File: config.mk
export PLATFORM = sky130hd
export DESIGN_NAME = alsid_store
export DESIGN_NICKNAME = d
export VERILOG_FILES = /design/src/alsid_pkg.sv /design/src/alsid_store.sv
export SDC_FILE = /design/constraint.sdc
export NUM_CORES = 2
export LEC_CHECK = 0
export BUFFER_PORTS_ARGS = -buffer_cell sky130_fd_sc_hd__clkbuf_2
export CAP_MARGIN = 20
export CORE_MARGIN = 2
export CORE_UTILIZATION = 50
export DETAILED_ROUTE_END_ITERATION = 7
export HOLD_SLACK_MARGIN = 0.15
export PLACE_DENSITY_LB_ADDON = 0.1
export SYNTH_ARGS = -nofsm -noshare
export SYNTH_HDL_FRONTEND = slang
export SYNTH_SLANG_ARGS = --single-unit
export TNS_END_PERCENT = 20
File: constraint.sdc
create_clock -name clk -period 5 [get_ports clk]
set_clock_uncertainty 0.05 [all_clocks]
set_input_delay 0.25 -clock clk [delete_from_list [all_inputs] [get_ports clk]]
set_output_delay 0.25 -clock clk [all_outputs]
set_load 0.05 [all_outputs]
File: src/alsid_pkg.sv
package alsid_pkg;

  // Number of words the list can hold.
  localparam int CAPACITY = 128;

  // Index into the store, and a count that can also hold CAPACITY itself.
  localparam int IDX_W = (CAPACITY > 1) ? $clog2(CAPACITY) : 1;
  localparam int CNT_W = $clog2(CAPACITY + 1);

  // Field widths on the ports.
  localparam int POS_W  = 8;
  localparam int FIDX_W = 7;
  localparam int LEN_W  = 8;
  localparam int WORD_W = 32;

  // Common width for comparing a position with the count.
  localparam int CMP_W = (CNT_W > POS_W) ? CNT_W : POS_W;

  typedef enum logic [1:0] {
    MODE_LOCATE = 2'd0,
    MODE_MODIFY = 2'd1,
    MODE_INSERT = 2'd2,
    MODE_DELETE = 2'd3
  } mode_t;

  typedef enum logic [1:0] {
    ST_OK         = 2'd0,
    ST_NOT_FOUND  = 2'd1,
    ST_EMPTY_FULL = 2'd2,
    ST_BAD_POS    = 2'd3
  } status_t;

  // One cycle's worth of requests to the word store.
  typedef struct packed {
    logic              rd_en;
    logic [IDX_W-1:0]  rd_addr;
    logic              wr_en;
    logic [IDX_W-1:0]  wr_addr;
    logic [WORD_W-1:0] wr_data;
  } mem_req_t;

  // Position field narrowed or widened to a store index.
  function automatic logic [IDX_W-1:0] pos_to_idx(input logic [POS_W-1:0] pos);
    logic [CMP_W+IDX_W-1:0] wide;
    wide = (CMP_W + IDX_W)'(pos);
    return wide[IDX_W-1:0];
  endfunction

  // Store index shown in the found_index field.
  function automatic logic [FIDX_W-1:0] idx_to_fidx(input logic [IDX_W-1:0] idx);
    logic [IDX_W+FIDX_W-1:0] wide;
    wide = (IDX_W + FIDX_W)'(idx);
    return wide[FIDX_W-1:0];
  endfunction

  // Count shown in the list_length field.
  function automatic logic [LEN_W-1:0] cnt_to_len(input logic [CNT_W-1:0] cnt);
    logic [CNT_W+LEN_W-1:0] wide;
    wide = (CNT_W + LEN_W)'(cnt);
    return wide[LEN_W-1:0];
  endfunction

endpackage

File: src/alsid_store.sv
module alsid_store (
  input  logic                         clk,
  input  alsid_pkg::mem_req_t          req,
  output logic [alsid_pkg::WORD_W-1:0] rd_data
);

  logic [alsid_pkg::WORD_W-1:0] mem [alsid_pkg::CAPACITY];

  always_ff @(posedge clk) begin
    if (req.wr_en) begin
      mem[req.wr_addr] <= req.wr_data;
    end
  end

  always_ff @(posedge clk) begin
    if (req.rd_en) begin
      rd_data <= mem[req.rd_addr];
    end
  end

endmodule
==> metrics.cfg <==
[critical_path]
critical_path_peak_fanout=28
path_class=in -> reg
cp_data_arrival_time_ns=3.62
critPathLaunchType=primary input
worstPathRequired_ns=5.51
end_kind=flip-flop

[timing]
rsz0062_at_grt=false
final_max_slew_viol_count=0
hold_viol=0
post-route-period-util_pct=62.1
timing.fmax_mhz=322
timing.setup.tns_ns=0
finalCriticalPeriod_ns=3.11
slew_headroom_pct=20.1
worstMarginPinSlew_ns=1.20
setup_violations=0

[yosys]
synth_seq_area_share_pct=79.2
async_flop_share_pct=0
syn_area_mm2=0.157
yosysWarnings=0
syn-mean-instance-area_um2=26.1
ys_types=16
yosys.area.top_type=edfxtp_1
synth_seq_cells=4128
synth_top_area_share_pct=79.2
synth-main-ff-cell=edfxtp_1
synthTopCellsByArea=edfxtp_1, mux4_2, clkbuf_1, nor2_1, buf_2
syn_nets=6039
syn_inst=5990
yosysMostFrequentCell=edfxtp_1
synth_common_cells=edfxtp_1, mux4_2, clkbuf_1, nor2_1, buf_2
synth_edf_count=4128

[hold_path]
min_path_type=in -> reg

[grt]
grt_max_degree=94
grt_busiest_layer=met2
grt_pass1_vias=72200
met3_usage_pct=4.30
grt_use_met2_pct=43.2
gr-usage-met1_pct=41.1
grt-ovfl-total=0
grt_pass1_wl_um=596000
antenna_found_initial=57
track_usage_pct=27.5

[die]
fp.dieW_um=564
die-area_mm2=0.318
start_util_pct=50.2
std_cell_rows=205
io_pins=81
core_mm2=0.312
die_h_um=564

[pwr]
leakage_nw=55.2
peakVddDrop_uv=353
p_total_w=0.0733
power.density_mw_per_mm2=408

[clocking]
clk_path_buf_depth=4
cts_buffers=423
clk_latency_ns=0.96
clk_pin_slew_ns=0.06
cts_tree=yes
cts.htree.levels=5
cts_root_buf=clkbuf_16
ctsResizeCount=0
cts.sinks=4128

[place]
gp_congestion=0.808
io_buffer_count=80
dp_cells=10200
hpwl_um=247000

[final_layout]
drive_above_1_share_pct=36.4
stdcell_count=11100
n_fill_cell=22100
syn_to_final_growth_pct=14.6
fin_util_pct=57.6
nets=6606

[detailed_routing]
drcViolationCount=0
first_iter_violations=11000
first_pass_iters=5
via_count=72400
viasPerCell=6.54
routed_wl_um=432000
detail-route-antenna-nets=0
post_drt_wl_per_cell_um=39.1

[outcome]
outcome=finished clean

[run]
maxCapViolations=0

==> registers in the layout (all words and copies together) (netlist names) <==
register and cells:
rd_data 32, mem 4096
==> report_power, final <==
part	internal (W)	switching, W
Sequential	0.0383	0.0000961
Clock	0.0178	0.0131
Combinational	0.00144	0.00250
==> cell families (layout without fill, tap and decap cells) <==
kind of cell / Yosys count / in the layout / synth area share [%]
flip-flops: 4128 / 4128 / 79.2
multiplexers: 1376 / 1376 / 19.6
buffers and inverters: 316 / 1233 / 0.837
AND/OR/NAND/NOR: 170 / 170 / 0.445
other: 0 / 13 / 0
==> path summary, 6_finish.rpt <==
check	slack, ns	cells past startpoint	endpoint	startpoint
setup / recovery	1.89	6	mem[56][31]$_DFFE_PP_	req[37]
hold / removal	0.22	2	mem[91][21]$_DFFE_PP_	req[21]
setup reg to reg	2.08	4	rd_data[7]$_DFFE_PP_	mem[20][7]$_DFFE_PP_
hold reg to reg	1.14	4	rd_data[5]$_DFFE_PP_	mem[95][5]$_DFFE_PP_
==> placed cells by master (no fill, tap or decap), drive strengths merged <==
master and count:
nand3 12, buf 377, nand4 3, clkinv 202, nand2 14, edfxtp 4128, clkbuf 549, dlygate4sd3 40
or3 1, mux2 32, inv 12, clkinvlp 12, nor3 9, nor2 122, mux4 1344, diode 13
nand2b 2, nor2b 7, bufinv 41
==> area by class of cell <==
class,instances,area (µm²),area share [%]
clock buffers,508,11100,6.16
repair buffers,458,4460,2.49
diodes,13,32.5,0.0181
clock inverters,267,2490,1.39
multi-input cells,1546,32300,18.0
well taps,4140,5180,2.89
flip-flops and latches,4128,124000,69.1
==> critical path, stage by stage <==
cell and delay, ns:
dlygate4sd3_1 0.61, clkbuf_2 0.30, nor2b_1 0.46, nand3_1 0.79, nor2_4 0.55, buf_4 0.60
==> metrics by stage <==
step           hold slack, ns  worst slack [ns]  area [µm²]
6_report                0.219              1.89      179000
5_1_grt                 0.196              1.88      179000
4_1_cts                 0.174              2.05      179000
3_5_place_dp            0.499              1.08      165000
3_3_place_gp            0.495              1.08      165000
2_1_floorplan           0.299              1.46      157000
==> layer usage <==
layer  up-vias  share of wire (%)
met5         -              0.011
met4        10                2.4
met3       575                8.9
met2      3659                 48
met1     40500                 41
li1      27600                  -
==> timing repair <==
item / 4_1_cts / 5_1_grt
hold endpoints to repair: 2383 / 0
buffers inserted: 0 / 0
hold buffers: 40 / 0
Power figures use the tool's default switching activity.
